--- src/rtl/core/depth_pixel_backprojection_defines.svh ---
// Assertion macros for the depth pixel back-projection block.
// Included by files that carry concurrent checks; depends on nothing.
`ifndef DEPTH_PIXEL_BACKPROJECTION_DEFINES_SVH
`define DEPTH_PIXEL_BACKPROJECTION_DEFINES_SVH

// Same-cycle implication under asynchronous active-low reset
`define DPB_ASSERT_IMPL(label, clk, rst_n, ante, cons) \
	label: assert property (@(posedge clk) disable iff (!rst_n) (ante) |-> (cons)) \
		else $error("implication check failed");

// Next-cycle implication under asynchronous active-low reset
`define DPB_ASSERT_NEXT(label, clk, rst_n, ante, cons) \
	label: assert property (@(posedge clk) disable iff (!rst_n) (ante) |=> (cons)) \
		else $error("next-cycle check failed");

`endif

--- src/rtl/core/dpb_pkg.sv ---
// Shared widths, register codes, reset values and pipeline control type
// for the depth pixel back-projection block. No dependencies.
`default_nettype none
package dpb_pkg;

	// Field widths
	localparam int COORD_W  = 12;
	localparam int DEPTH_W  = 16;
	localparam int COLOR_W  = 8;
	localparam int SCALE_W  = 32;
	localparam int CENTER_W = 28;
	localparam int INV_W    = 32;
	localparam int POINT_W  = 32;
	localparam int Z_W      = 31;
	localparam int FRAC_W   = 16;

	// Derived datapath widths
	localparam int ZPROD_W   = DEPTH_W + SCALE_W;          // raw depth times scale
	localparam int DIFF_W    = CENTER_W + 1;               // signed offset from center
	localparam int ZF_PROD_W = Z_W + INV_W;                // z times inverse focal
	localparam int PROD_W    = DIFF_W + Z_W + 1;           // signed offset times z/f
	localparam int SHIFT_W   = PROD_W - FRAC_W;

	// Pipeline depth
	localparam int NUM_STAGES = 5;

	// Default image bounds
	localparam int DPB_MAX_COLUMNS = 4096;
	localparam int DPB_MAX_ROWS    = 4096;

	// Configuration port
	localparam int CFG_IDX_W  = 3;
	localparam int CFG_DATA_W = 32;

	typedef enum logic [CFG_IDX_W-1:0] {
		REG_DEPTH_SCALE = 3'd0,
		REG_CENTER_X    = 3'd1,
		REG_CENTER_Y    = 3'd2,
		REG_INV_FOCAL_X = 3'd3,
		REG_INV_FOCAL_Y = 3'd4
	} cfg_reg_t;

	// Register reset values
	localparam logic [SCALE_W-1:0]  RST_DEPTH_SCALE = 32'd858993;
	localparam logic [CENTER_W-1:0] RST_CENTER_X    = 28'd20938752;
	localparam logic [CENTER_W-1:0] RST_CENTER_Y    = 28'd15695872;
	localparam logic [INV_W-1:0]    RST_INV_FOCAL_X = 32'd8181000;
	localparam logic [INV_W-1:0]    RST_INV_FOCAL_Y = 32'd8181000;

	// Per-stage load enables and occupancy
	typedef struct packed {
		logic [NUM_STAGES-1:0] en;
		logic [NUM_STAGES-1:0] vld;
	} pipe_ctl_t;

endpackage
`default_nettype wire

--- src/rtl/core/dpb_ctrl.sv ---
// Valid tracking and per-stage load enables for the back-projection pipeline.
// Depends on dpb_pkg.
`default_nettype none
module dpb_ctrl import dpb_pkg::*; (
	input  logic      clk,
	input  logic      arst_n,
	input  logic      in_valid,
	output logic      in_ready,
	output logic      out_valid,
	input  logic      out_ready,
	output pipe_ctl_t ctl
);

	logic [NUM_STAGES-1:0] stage_valid_q;
	logic [NUM_STAGES-1:0] en;

	// A stage loads when it is empty or its content moves on
	always_comb begin
		en[NUM_STAGES-1] = !stage_valid_q[NUM_STAGES-1] || out_ready;
		for (int k = NUM_STAGES - 2; k >= 0; k--) begin
			en[k] = !stage_valid_q[k] || en[k+1];
		end
	end

	// Advance valid bits alongside the data
	always_ff @(posedge clk or negedge arst_n) begin
		if (!arst_n) begin
			stage_valid_q <= '0;
		end else begin
			if (en[0]) begin
				stage_valid_q[0] <= in_valid;
			end
			for (int k = 1; k < NUM_STAGES; k++) begin
				if (en[k]) begin
					stage_valid_q[k] <= stage_valid_q[k-1];
				end
			end
		end
	end

	assign in_ready  = en[0];
	assign out_valid = stage_valid_q[NUM_STAGES-1];
	assign ctl.en    = en;
	assign ctl.vld   = stage_valid_q;

endmodule
`default_nettype wire

--- config.mk ---
export PLATFORM = sky130hd
export DESIGN_NAME = dpb_ctrl
export DESIGN_NICKNAME = d
export VERILOG_FILES = /design/src/rtl/core/depth_pixel_backprojection_defines.svh /design/src/rtl/core/dpb_pkg.sv /design/src/rtl/core/dpb_ctrl.sv
export SDC_FILE = /design/constraint.sdc
export NUM_CORES = 1
export LEC_CHECK = 0
export BUFFER_PORTS_ARGS = -buffer_cell sky130_fd_sc_hd__buf_2
export CELL_PAD_IN_SITES_DETAIL_PLACEMENT = 1
export CELL_PAD_IN_SITES_GLOBAL_PLACEMENT = 2
export CORE_AREA = 2 2 39 41
export DETAILED_ROUTE_END_ITERATION = 16
export DIE_AREA = 0 0 41 43
export GPL_TIMING_DRIVEN = 0
export PLACE_DENSITY_LB_ADDON = 0.1
export SETUP_SLACK_MARGIN = 0.2
export SKIP_CTS_REPAIR_TIMING = 1
export SYNTH_ARGS = -nofsm -noshare
export SYNTH_HDL_FRONTEND = slang
export SYNTH_SLANG_ARGS = --single-unit
--- constraint.sdc ---
create_clock -name clk -period 1.3 [get_ports clk]
set_input_delay 0.065 -clock clk [delete_from_list [all_inputs] [get_ports clk]]
set_output_delay 0.065 -clock clk [all_outputs]
set_load 0.01 [all_outputs]
; Word-level counts from Yosys, hierarchy flattened
; Index checks and enable logic that the tools add are counted.
[totals]
wordCells = 15
reg_bits = 5
in_bits = 4
[op_classes]
reduce_logical = 10
[ops]
columns = operator, n
row1 = $logic_not 1->1, 5
row2 = $logic_or 1x1->1, 5

; Longest topological paths before layout
[logic_depth]
word_depth = 6
ltp_mapped = 4
mapped_depth_nobuf = 2

; Least setup slack after synthesis
; OpenSTA, ideal clock, no wires.
[synth_path]
path_type = register to output
start = register stage_valid_q[4]
end = output ctl[5] (netlist bit)
path_buffers = 2
path_stages_with_launch = 5
required_ps = 1235
setup_slack_ps = 180
t_arrival_ps = 1055
path_cell_list = dfrtp_1 > and4b_1 > buf_6 > nand3_1 > buf_4
[synth_via]
elab_chain_cells = 6
[synth_lines]
columns = item, line_no
row1 = from (decl), dpb_ctrl.sv:14  ; logic [NUM_STAGES-1:0] stage_valid_q;
row2 = "from (signal, indexed assignment)", dpb_ctrl.sv:35  ; stage_valid_q[k] <= stage_valid_q[k-1];
row3 = $logic_not 1->1, dpb_ctrl.sv:19  ; en[NUM_STAGES-1] = !stage_valid_q[NUM_STAGES-1] || out_ready;
row4 = $logic_or 1x1->1, dpb_ctrl.sv:19
row5 = $logic_or 1x1->1 (4 in series), dpb_ctrl.sv:21  ; en[k] = !stage_valid_q[k] || en[k+1];
row6 = to (decl), dpb_ctrl.sv:11  ; output pipe_ctl_t ctl
; Every way passes these cells.

==> reports/results.txt <==
The run finished, with violations left. The final reports fail on negative setup slack. At the end of routability-driven placement, the weighted congestion stood at 0.6123. The logs give 0.02124 ns for the minimum hold slack and 3 for the total clock buffers created by CTS. The run gives 0.08493 as the global router's overall resource usage. Setup repair after global routing could not meet its margin everywhere.

For the cell area after synthesis, the log shows 222.7 um2. On the final layout, the worst clock skew is 0.001804 ns. The startpoint of the most critical hold path was in_valid. The largest register by flop count is stage_valid_q. The worst max-slew margin expressed relative to the limit is 0.8282.

At the worst endpoint, the arrival time is 1.26 ns. Counting tap cells, the placed design contains a total of 50 instances. Setup slack after placement: 0.1481 ns. The die width works out to 41 um.

After the first detailed-routing iteration, the DRC count stood at 3. The synthesized flop and latch total is 5. Clock-pin slew was measured on the worst setup and hold paths at 0.04 ns.

For this design the ratio of total power to cell area is 1275 nW/um2. After layout, the design draws a total of 547.2 uW. The net count of the finished layout is 49. TritonCTS built the clock tree. The startpoint of the most critical register-to-register path is stage_valid_q[4].

The via count of the first global-routing pass came out at 199. Global routing finished with a remaining overflow of 0. The fraction of final layout cells sized beyond drive strength 1 came out at 0.6591. In the routed layout, each cell is associated on average with a via count of 3.817. The fraction of post-synthesis cell area in the top cell type by area was 0.5618; the number of instances in the synthesized netlist was 19. The smallest setup slack after layout was -0.02802 ns. For this block, the routed nets add up to 668 um of wire. The run gives 172 as the number of fillers in the final layout. The proportion of register bits with asynchronous set or reset after synthesis is 1.000, and the count of maximum capacitance violations is 0. The end point of the worst hold path is stage_valid_q[0]. Counting along the longest clock path gives a buffer depth of 2. The tools report the static power due to leakage as 0.0002030 uW. The worst setup path is captured at an output port.

Number of H-tree branching levels: 1. Number of antenna violations at the first check in global routing: 0. The library cell used as clock root buffer is sky130_fd_sc_hd__clkbuf_4.

In this run the count of I/O pins placed on the die edge is 16. The global-route wire length before repair was 862 um. The flip-flop cell with the highest count after synthesis is sky130_fd_sc_hd__dfrtp_1. The final instance count without filler cells was 60. In this run the critical register-to-register path is captured at stage_valid_q[0]. The die outline area is 1763 um2, and the share of the clock period used by the worst path after layout is 1.022. In the routed design, unresolved DRC markers number 0. The Yosys step of the flow raised 0 warnings.

By area the synthesized netlist is led by sky130_fd_sc_hd__dfrtp_1, sky130_fd_sc_hd__nand2b_1, sky130_fd_sc_hd__buf_4. The most frequent cell after synthesis is sky130_fd_sc_hd__dfrtp_1. In the final layout, the registers with the most flip-flops are stage_valid_q (5). The average footprint of a synthesized cell was 11.72 um2; the count of final max-slew check failures was 0. Maximum net fanout on the critical path: 4. For this run, the detailed router's first-pass iteration total came to 3. The later pin in the worst-skew pair is clocked with a latency of 0.24 ns. The instance area at placement came out at 322.8 um2. The worst setup path category was flip-flop to output port. The clock drives 5 sinks. The logic depth of the worst register-to-register path came out at 5.

Across all layers, the routed design uses 229 vias. The tools report the number of rows created at floorplan as 14. For the final number of hold-violating endpoints, the log shows 0. The tools report the antenna diode count as 0. Based on the critical path, the design can be clocked at up to 0.7530 GHz. Synthesis instantiated 12 different standard cells from the library. The area overhead of the layout relative to synthesis is 92.70%, and the area of all placed cells without fillers is 429.2 um2.

Along the worst hold path, the cell count comes to 2. STA puts the critical path data required time at 1.24 ns. Once detail routing completed, the nets flagged for antenna violations numbered 0.

The die extent in y was 43 um; the register-to-register path setup slack was 0 ns. In the synthesized netlist, the cells that appear most often are sky130_fd_sc_hd__dfrtp_1, sky130_fd_sc_hd__nand2b_1, sky130_fd_sc_hd__buf_4. Entering global routing, the biggest net connects 7 pins. The sequential area share after synthesis was 0.5618; the quantity of I/O buffers inserted on ports was 15. The number of nets in the synthesized netlist is 23. The core region is 1384 um2. The synthesized design contains 0 enable-type register cells. IR analysis of the VDD net gives a maximum drop of 0.4714 mV. The number of setup violations in the final report came out at 3. The register with the most flip-flops in the layout has 5 of them. The initial core utilization is 0.1609. The largest area contributor in the synthesized netlist was sky130_fd_sc_hd__dfrtp_1. Class of the tightest hold or removal check: primary input to flip-flop. After detailed routing, the average wire length per cell comes to 11.13 um. The shortest period the worst path allows came out at 1.328 ns. STA classifies the critical path startpoint as a flip-flop. The pin slew with the least headroom to its limit is 0.2577 ns.
-- through the flow --
stage	utilization	setup TNS [ns]
2_1_floorplan	-	0
3_3_place_gp	0.2333	0
4_1_cts	0.2523	-0.1118
3_5_place_dp	0.2333	0
5_1_grt	0.3101	-0.2433
6_report	0.3101	-0.05651
-- layer usage --
| layer | vias up | GRT usage | wire length (um) |
|---|---|---|---|
| li1 | 110 | - | - |
| met1 | 109 | 0.09539 | 276 |
| met2 | 6 | 0.09688 | 339 |
| met3 | 4 | 0.03141 | 19 |
| met4 | 0 | 0.1200 | 31 |
| met5 | - | 0 | 0 |
-- worst max-delay path, cell delays in order, from the launching register on --
cell and delay [ns]:
sky130_fd_sc_hd__dfrtp_1 0.39, sky130_fd_sc_hd__and4b_1 0.22, sky130_fd_sc_hd__buf_6 0.13, sky130_fd_sc_hd__buf_4 0.13, sky130_fd_sc_hd__nand2_2 0.06, sky130_fd_sc_hd__buf_6 0.10
-- area by class of cell --
class / instances / area, um2 / share of cell area
clock buffers: 4 / 26.28 / 0.06122
flip-flops and latches: 5 / 125.1 / 0.2915
multi-input cells: 10 / 82.58 / 0.1924
plain buffers: 3 / 30.03 / 0.06997
repair buffers: 21 / 141.4 / 0.3294
well taps: 16 / 20.02 / 0.04665
inverters: 1 / 3.754 / 0.008746
-- cell usage in the layout, fill, tap and decap left out, drive strengths merged --
cell and n:
a21o 1, a31o 1, and4b 1, buf 23
clkbuf 4, dfrtp 5, dlygate4sd3 1, inv 1
nand2 1, nand2b 3, nand3 1, nand3b 1
or2 1
-- logic make-up after synthesis --
| family | synth area share |
|---|---|
| and+or+nand+nor | 0.2303 |
| AOI/OAI and AO/OA | 0.07305 |
| buffers and inverters | 0.1348 |
| DFF | 0.5618 |
-- report_power, final --
part	internal [uW]	total, uW	leakage [uW]	switching [uW]
registers	174	197	0.0000526	22.4
clock network	116	173	0.0000150	57.4
logic	103	177	0.000135	74.1
-- worst max-delay path by stage --
stage / startpoint / to / slack [ns]
finish: stage_valid_q[4] / ctl[6] / -0.03
global route: stage_valid_q[3] / ctl[5] / -0.09
CTS: stage_valid_q[4] / ctl[5] / -0.11
detailed placement: stage_valid_q[4] / ctl[5] / 0.15
global placement: stage_valid_q[4] / ctl[5] / 0.18
floorplan: stage_valid_q[4] / ctl[5] / 0.23
(Power assumes the default switching activity.)
