[config.mk]
export PLATFORM = sky130hd
export DESIGN_NAME = dpb_lateral
export DESIGN_NICKNAME = d
export VERILOG_FILES = /design/src/rtl/core/depth_pixel_backprojection_defines.svh /design/src/rtl/core/dpb_pkg.sv /design/src/rtl/core/dpb_lateral.sv
export SDC_FILE = /design/constraint.sdc
export NUM_CORES = 2
export LEC_CHECK = 0
export ABC_AREA = 1
export BUFFER_PORTS_ARGS = -buffer_cell sky130_fd_sc_hd__buf_2
export CORE_MARGIN = 3
export CORE_UTILIZATION = 65
export DETAILED_ROUTE_END_ITERATION = 8
export PLACE_DENSITY = 0.82
export SYNTH_ARGS = -nofsm -noshare
export SYNTH_HDL_FRONTEND = slang
export SYNTH_SLANG_ARGS = --single-unit
export TNS_END_PERCENT = 20
[constraint.sdc]
create_clock -name clk -period 8.8 [get_ports clk]
set_input_delay 0.44 -clock clk [delete_from_list [all_inputs] [get_ports clk]]
set_output_delay 0.44 -clock clk [all_outputs]
set_load 0.005 [all_outputs]
[src/rtl/core/depth_pixel_backprojection_defines.svh]
// Assertion macros for the depth pixel back-projection block.
// Included by files that carry concurrent checks; depends on nothing.
`ifndef DEPTH_PIXEL_BACKPROJECTION_DEFINES_SVH
`define DEPTH_PIXEL_BACKPROJECTION_DEFINES_SVH

// Same-cycle implication under asynchronous active-low reset
`define DPB_ASSERT_IMPL(label, clk, rst_n, ante, cons) \
	label: assert property (@(posedge clk) disable iff (!rst_n) (ante) |-> (cons)) \
		else $error("implication check failed");

// Next-cycle implication under asynchronous active-low reset
`define DPB_ASSERT_NEXT(label, clk, rst_n, ante, cons) \
	label: assert property (@(posedge clk) disable iff (!rst_n) (ante) |=> (cons)) \
		else $error("next-cycle check failed");

`endif

[src/rtl/core/dpb_pkg.sv]
// Shared widths, register codes, reset values and pipeline control type
// for the depth pixel back-projection block. No dependencies.
`default_nettype none
package dpb_pkg;

	// Field widths
	localparam int COORD_W  = 12;
	localparam int DEPTH_W  = 16;
	localparam int COLOR_W  = 8;
	localparam int SCALE_W  = 32;
	localparam int CENTER_W = 28;
	localparam int INV_W    = 32;
	localparam int POINT_W  = 32;
	localparam int Z_W      = 31;
	localparam int FRAC_W   = 16;

	// Derived datapath widths
	localparam int ZPROD_W   = DEPTH_W + SCALE_W;          // raw depth times scale
	localparam int DIFF_W    = CENTER_W + 1;               // signed offset from center
	localparam int ZF_PROD_W = Z_W + INV_W;                // z times inverse focal
	localparam int PROD_W    = DIFF_W + Z_W + 1;           // signed offset times z/f
	localparam int SHIFT_W   = PROD_W - FRAC_W;

	// Pipeline depth
	localparam int NUM_STAGES = 5;

	// Default image bounds
	localparam int DPB_MAX_COLUMNS = 4096;
	localparam int DPB_MAX_ROWS    = 4096;

	// Configuration port
	localparam int CFG_IDX_W  = 3;
	localparam int CFG_DATA_W = 32;

	typedef enum logic [CFG_IDX_W-1:0] {
		REG_DEPTH_SCALE = 3'd0,
		REG_CENTER_X    = 3'd1,
		REG_CENTER_Y    = 3'd2,
		REG_INV_FOCAL_X = 3'd3,
		REG_INV_FOCAL_Y = 3'd4
	} cfg_reg_t;

	// Register reset values
	localparam logic [SCALE_W-1:0]  RST_DEPTH_SCALE = 32'd858993;
	localparam logic [CENTER_W-1:0] RST_CENTER_X    = 28'd20938752;
	localparam logic [CENTER_W-1:0] RST_CENTER_Y    = 28'd15695872;
	localparam logic [INV_W-1:0]    RST_INV_FOCAL_X = 32'd8181000;
	localparam logic [INV_W-1:0]    RST_INV_FOCAL_Y = 32'd8181000;

	// Per-stage load enables and occupancy
	typedef struct packed {
		logic [NUM_STAGES-1:0] en;
		logic [NUM_STAGES-1:0] vld;
	} pipe_ctl_t;

endpackage
`default_nettype wire

[src/rtl/core/dpb_lateral.sv]
// One lateral coordinate: (pos - center) * z / f in Q16.16, saturated.
// Stages 1 to 5 of the pipeline; depends on dpb_pkg.
`default_nettype none
module dpb_lateral import dpb_pkg::*; (
	input  logic                       clk,
	input  pipe_ctl_t                  ctl,
	input  logic [COORD_W-1:0]         pos,
	input  logic [CENTER_W-1:0]        center,
	input  logic [INV_W-1:0]           inv,
	input  logic [Z_W-1:0]             z_s2,
	input  logic                       hit_s4,
	output logic signed [POINT_W-1:0]  coord_s5
);

	logic signed [DIFF_W-1:0]  diff_next;
	logic signed [DIFF_W-1:0]  diff_s1, diff_s2, diff_s3;
	logic [ZF_PROD_W-1:0]      zf_prod_s3;
	logic [Z_W-1:0]            zf;
	logic signed [PROD_W-1:0]  prod_next;
	logic signed [PROD_W-1:0]  prod_s4;
	logic signed [SHIFT_W-1:0] shifted;
	logic [SHIFT_W-POINT_W:0]  upper;
	logic signed [POINT_W-1:0] sat_val;

	// Offset of the pixel from the principal point, signed Q13.16
	assign diff_next = $signed({1'b0, pos, {FRAC_W{1'b0}}})
		- $signed({{(DIFF_W-CENTER_W){1'b0}}, center});

	// z over focal length, Q15.16
	assign zf = zf_prod_s3[ZF_PROD_W-1:INV_W];

	assign prod_next = diff_s3 * $signed({1'b0, zf});

	// Floor shift, then clamp to the signed 32-bit range
	assign shifted = $signed(prod_s4[PROD_W-1:FRAC_W]);
	assign upper   = shifted[SHIFT_W-1:POINT_W-1];

	always_comb begin
		if ((&upper) || !(|upper)) begin
			sat_val = shifted[POINT_W-1:0];
		end else if (shifted[SHIFT_W-1]) begin
			sat_val = {1'b1, {(POINT_W-1){1'b0}}};
		end else begin
			sat_val = {1'b0, {(POINT_W-1){1'b1}}};
		end
	end

	// Pipeline registers, each loads on its own stage enable
	always_ff @(posedge clk) begin
		if (ctl.en[0]) begin
			diff_s1 <= diff_next;
		end
		if (ctl.en[1]) begin
			diff_s2 <= diff_s1;
		end
		if (ctl.en[2]) begin
			diff_s3    <= diff_s2;
			zf_prod_s3 <= z_s2 * inv;
		end
		if (ctl.en[3]) begin
			prod_s4 <= prod_next;
		end
		if (ctl.en[4]) begin
			coord_s5 <= hit_s4 ? sat_val : '0;
		end
	end

endmodule
`default_nettype wire

# Word level (Yosys, flattened, before mapping)

Index checks and enable logic that the tools add are counted.

Memory bits (writable): 0
Flip-flop bits (word level): 243
Output and inout port bits: 32
Bits in latches: 0
Memories kept: 0
Bits in read-only memories: 0

Multiply operators: 2
Shift-type cells: 0
Multiplexer cells: 2
Eq/ne operators: 0
Bitwise gates (word level): 0
Reductions and logical operators: 4
Divide/modulo/power cells: 0
Order comparisons: 0
$add $sub $neg: 1

Operators with widths:

| operator           | count |
|---|---|
| $mux W32           | 2 |
| $mul A31 B32 Y63   | 1 |
| $mul A29 B32 Y61   | 1 |
| $sub A28 B28 Y29   | 1 |
| $reduce_and A14 Y1 | 1 |
| $reduce_or A14 Y1  | 1 |
| $logic_not A1 Y1   | 1 |
| $logic_or A1 B1 Y1 | 1 |

# Logic depth before layout (Yosys ltp)

Depth in word-level cells: 4
Mapped depth: 33
Gate-level depth less buffers: 31

# Least setup slack after synthesis

OpenSTA, ideal clock, no wires.

Path kind: register to register
Start: register zf_prod_s3[53]
End: register prod_s4[59], data pin
Clock period less this slack: 6.504 ns
Buffers on the path: 2
Setup time: 0.252 ns
Required time: 8.548 ns
Data arrival time: 6.251 ns
Path slack: 2.296 ns
Stages on the path, launching flop included: 25
Cells stage by stage: edfxtp_1 > clkbuf_1 > clkbuf_1 > nand2_1 > fa_1 > fa_1 > fa_1 > fa_1 > inv_1 > fa_1 > fa_1 > fa_1 > inv_1 > fa_1 > inv_1 > ha_1 > nand2_2 > nor2_1 > inv_1 > nor4_1 > nand2_1 > nand2_2 > nand2_2 > nand3_1 > nand2_1

Longest elaborated chain between the ends: 1

RTL lines:

| item                    | RTL line          | text |
|---|---|---|
| from (decl)             | dpb_lateral.sv:17 | `logic [ZF_PROD_W-1:0] zf_prod_s3;` |
| from (signal assigned)  | dpb_lateral.sv:58 | `zf_prod_s3 <= z_s2 * inv;` |
| $mul A29 B32 Y61        | dpb_lateral.sv:32 | `assign prod_next = diff_s3 * $signed({1'b0, zf});` |
| named net prod_next[59] | dpb_lateral.sv:19 | `logic signed [PROD_W-1:0] prod_next;` |
| to (signal assigned)    | dpb_lateral.sv:61 | `prod_s4 <= prod_next;` |
| to (decl)               | dpb_lateral.sv:20 | `logic signed [PROD_W-1:0] prod_s4;` |

The timed path passes the listed nets, and every way through them passes these cells.
A chain may end at the register's enable or synchronous reset.

# Final worst setup path

Start: register diff_s3[9]
End: register prod_s4[54], data pin

Longest elaborated chain between the ends: 1

RTL lines:

| item                    | RTL line          | text |
|---|---|---|
| from (decl)             | dpb_lateral.sv:16 | `logic signed [DIFF_W-1:0] diff_s1, diff_s2, diff_s3;` |
| from (signal assigned)  | dpb_lateral.sv:57 | `diff_s3 <= diff_s2;` |
| $mul A29 B32 Y61        | dpb_lateral.sv:32 |  |
| named net prod_next[54] | dpb_lateral.sv:19 |  |

The timed path passes the listed nets, and every way through them passes these cells.

==> out/qor.yml <==
setup_path:
  crit_family: "adder cells"
  cp_slowest_cell: "edfxtp_1"
  cp.required_ns: 9.05
  critPathBufInv: 6
  slowest_delay_ns: 1.22
  endpoint_kind: "flop"
  crit_path_frequent_cell: "fa_1"
  critPathArrivalTime_ns: 8.44
  cp-start-kind: "flop"
  reg2reg_slack_ns: 0.61
  worst-path-max-fanout: 20
  path_cells: "buf_4, nand2_1, inv_1, fa_1, fa_1, inv_1, fa_1, fa_1, fa_1, inv_1, fa_1, fa_1, inv_1, fa_1, inv_1, ha_1, a21oi_1, o21ai_0, nor2_1, nand3_1, nand2_1, nand3b_1, nand2_1, nand2_1"
  crit_type: "reg2reg"
clocking:
  cts_root_buf: "clkbuf_16"
  clk_pin_slew_ns: 0.09
  cts_hold_buffers: 0
  cts_tree: "yes"
  insertion_delay_ns: 0.50
  cts_made_buffers: 17
  cts_sinks: 195
  cts_setup_buffers: 0
  htree_levels: 4
  cts_buffer_depth: 2
  cts_resized: 0
synth:
  syn_nets: 11500
  synth_cell_types: 40
  synth.yosys.seq_area_share_pct: 8.06
  syn_inst: 9236
  ys_seq_elements: 195
  synth_area_mm2: 0.0727
  yosys_warnings: 0
  synth_area_per_cell_um2: 7.87
grt:
  track_usage_pct: 36.5
  grt_pass1_wl_um: 328000
  grt_pass1_vias: 63600
  antenna_found_initial: 11
  grt_max_degree: 61
  grt_overflow_total: 0
die:
  ios: 147
  die_w_um: 340
  initial_core_util_pct: 65.6
  dieArea_mm2: 0.116
  coreArea_mm2: 0.111
  die_h_um: 340
  rows: 122
drt:
  wl_per_cell_um: 19.2
  dr.pass1.iters: 9
  dr_wl_met2_um: 99000
  dr_total_vias: 58100
  routed_via_density: 5.46
  wl_met3_um: 20500
  ant_nets: 0
  wl_um: 204000
  drc: 0
  drt_iter0_drc: 4487
  routed.top_layer: "met5"
  wl_met1_um: 69800
sta:
  fin_skew_ns: 0.0181
  slew_headroom_pct: 13.8
  report.final.slew_viol_count: 0
  rsz0062_at_grt: "no"
  period_share_pct: 93.1
  fmax_ghz: 0.122
  hold_viol_final: 0
  min_period_ns: 8.19
  tightest_slew_ns: 1.29
  tns_ns: 0
  setup_viol: 0
placed_design:
  portBuffers: 141
  gp_congestion: 1.01
  dp_hpwl_um: 168000
finish:
  syn_to_final_growth_pct: 3.54
  utilization_pct: 67.9
  layout.nets: 11400
  drive_gt1_share_pct: 3.63
hold_path:
  hp-class: "in2reg"
run_status:
  status: "complete, no violations"
run:
  maxCapViolCount: 0
-- final cells by class --
cell class | instances | area (um^2)
antenna | 7 | 17.5
clock buffer | 17 | 425
clock inverter | 15 | 221
fill | 8875 | 35600
inverter | 2987 | 11200
multi-input combinational | 5675 | 54100
sequential | 195 | 5860
tap | 1488 | 1860
timing repair buffer | 241 | 1490
-- flip-flops by register name (all words and copies together), names as in the netlist --
signal and count:
prod_s4 45, coord_s5 32, zf_prod_s3 31, diff_s1 29, diff_s2 29, diff_s3 29
-- path summary, 6_finish.rpt --
kind,startpoint,end,cells after the start
worst max-delay path,diff_s3[9]$_DFFE_PP_,prod_s4[54]$_DFFE_PP_,24
worst min-delay path,center[0],diff_s1[0]$_DFFE_PP_,1
worst max register to register,diff_s3[9]$_DFFE_PP_,prod_s4[54]$_DFFE_PP_,24
worst min register to register,diff_s2[11]$_DFFE_PP_,diff_s3[11]$_DFFE_PP_,0
-- routing by layer --
metal | up-vias | GRT usage, %
met1 | 28400 | 43.1
met2 | 3215 | 61.7
met4 | 4 | 21.6
met5 | - | 0.0833
met3 | 952 | 7.64
li1 | 25500 | -
-- kinds of logic (layout without fill, tap and decap cells) --
kind of cell / after synthesis / count (layout) / synth area share (%)
buf+inv: 3366 / 3260 / 17.4
simple gates: 3072 / 3072 / 16.5
other cells: 0 / 7 / 0
fa+ha+maj: 2189 / 2189 / 54.7
compound gates: 355 / 355 / 2.63
xor+xnor: 59 / 59 / 0.711
flops: 195 / 195 / 8.06
-- placed cells by master, fill, tap and decap left out, types with 97 or more instances in the layout --
| master | count |
|---|---|
| buf_4 | 97 |
| nor2_1 | 307 |
| edfxtp_1 | 195 |
| a21oi_1 | 209 |
| inv_1 | 2985 |
| buf_2 | 141 |
| nand2_1 | 2534 |
| nand3_1 | 109 |
| ha_1 | 546 |
| fa_1 | 1643 |
-- metrics by stage --
step / hold WS [ns] / cells / cell area [um^2] / worst slack, ns
after detailed placement: 0.405 / 10600 / 74600 / 0.890
after global routing: 0.197 / 10600 / 75200 / 0.489
final: 0.199 / 10600 / 75200 / 0.607
after CTS: 0.181 / 10600 / 75200 / 0.885
after floorplan: 0.400 / 9236 / 72700 / 2.30
after global placement: 0.403 / 10600 / 74600 / 0.989
-- Yosys cell counts, drive strengths merged --
cell | instances | area (um^2)
nand4 | 22 | 138
nor2 | 320 | 1240
nand3 | 110 | 556
xor2 | 48 | 420
xnor2 | 11 | 96.3
nand2 | 2549 | 9610
ha | 546 | 6830
a21oi | 209 | 1050
and2 | 2 | 12.5
nor3 | 42 | 253
a21boi | 3 | 22.5
o21bai | 18 | 139
clkbuf | 341 | 1280
o21a | 8 | 60.1
edfxtp | 195 | 5860
inv | 2987 | 11200
a21o | 11 | 82.6
or2 | 16 | 100
o21ai | 104 | 536
nor4 | 6 | 37.5
buf | 38 | 170
o211ai | 1 | 7.51
o2bb2ai | 1 | 15.0
fa | 1643 | 32900
nand3b | 5 | 37.5
Power is not shown: default switching activity piles up to over one toggle a cycle in this logic, so the estimate is an artifact.
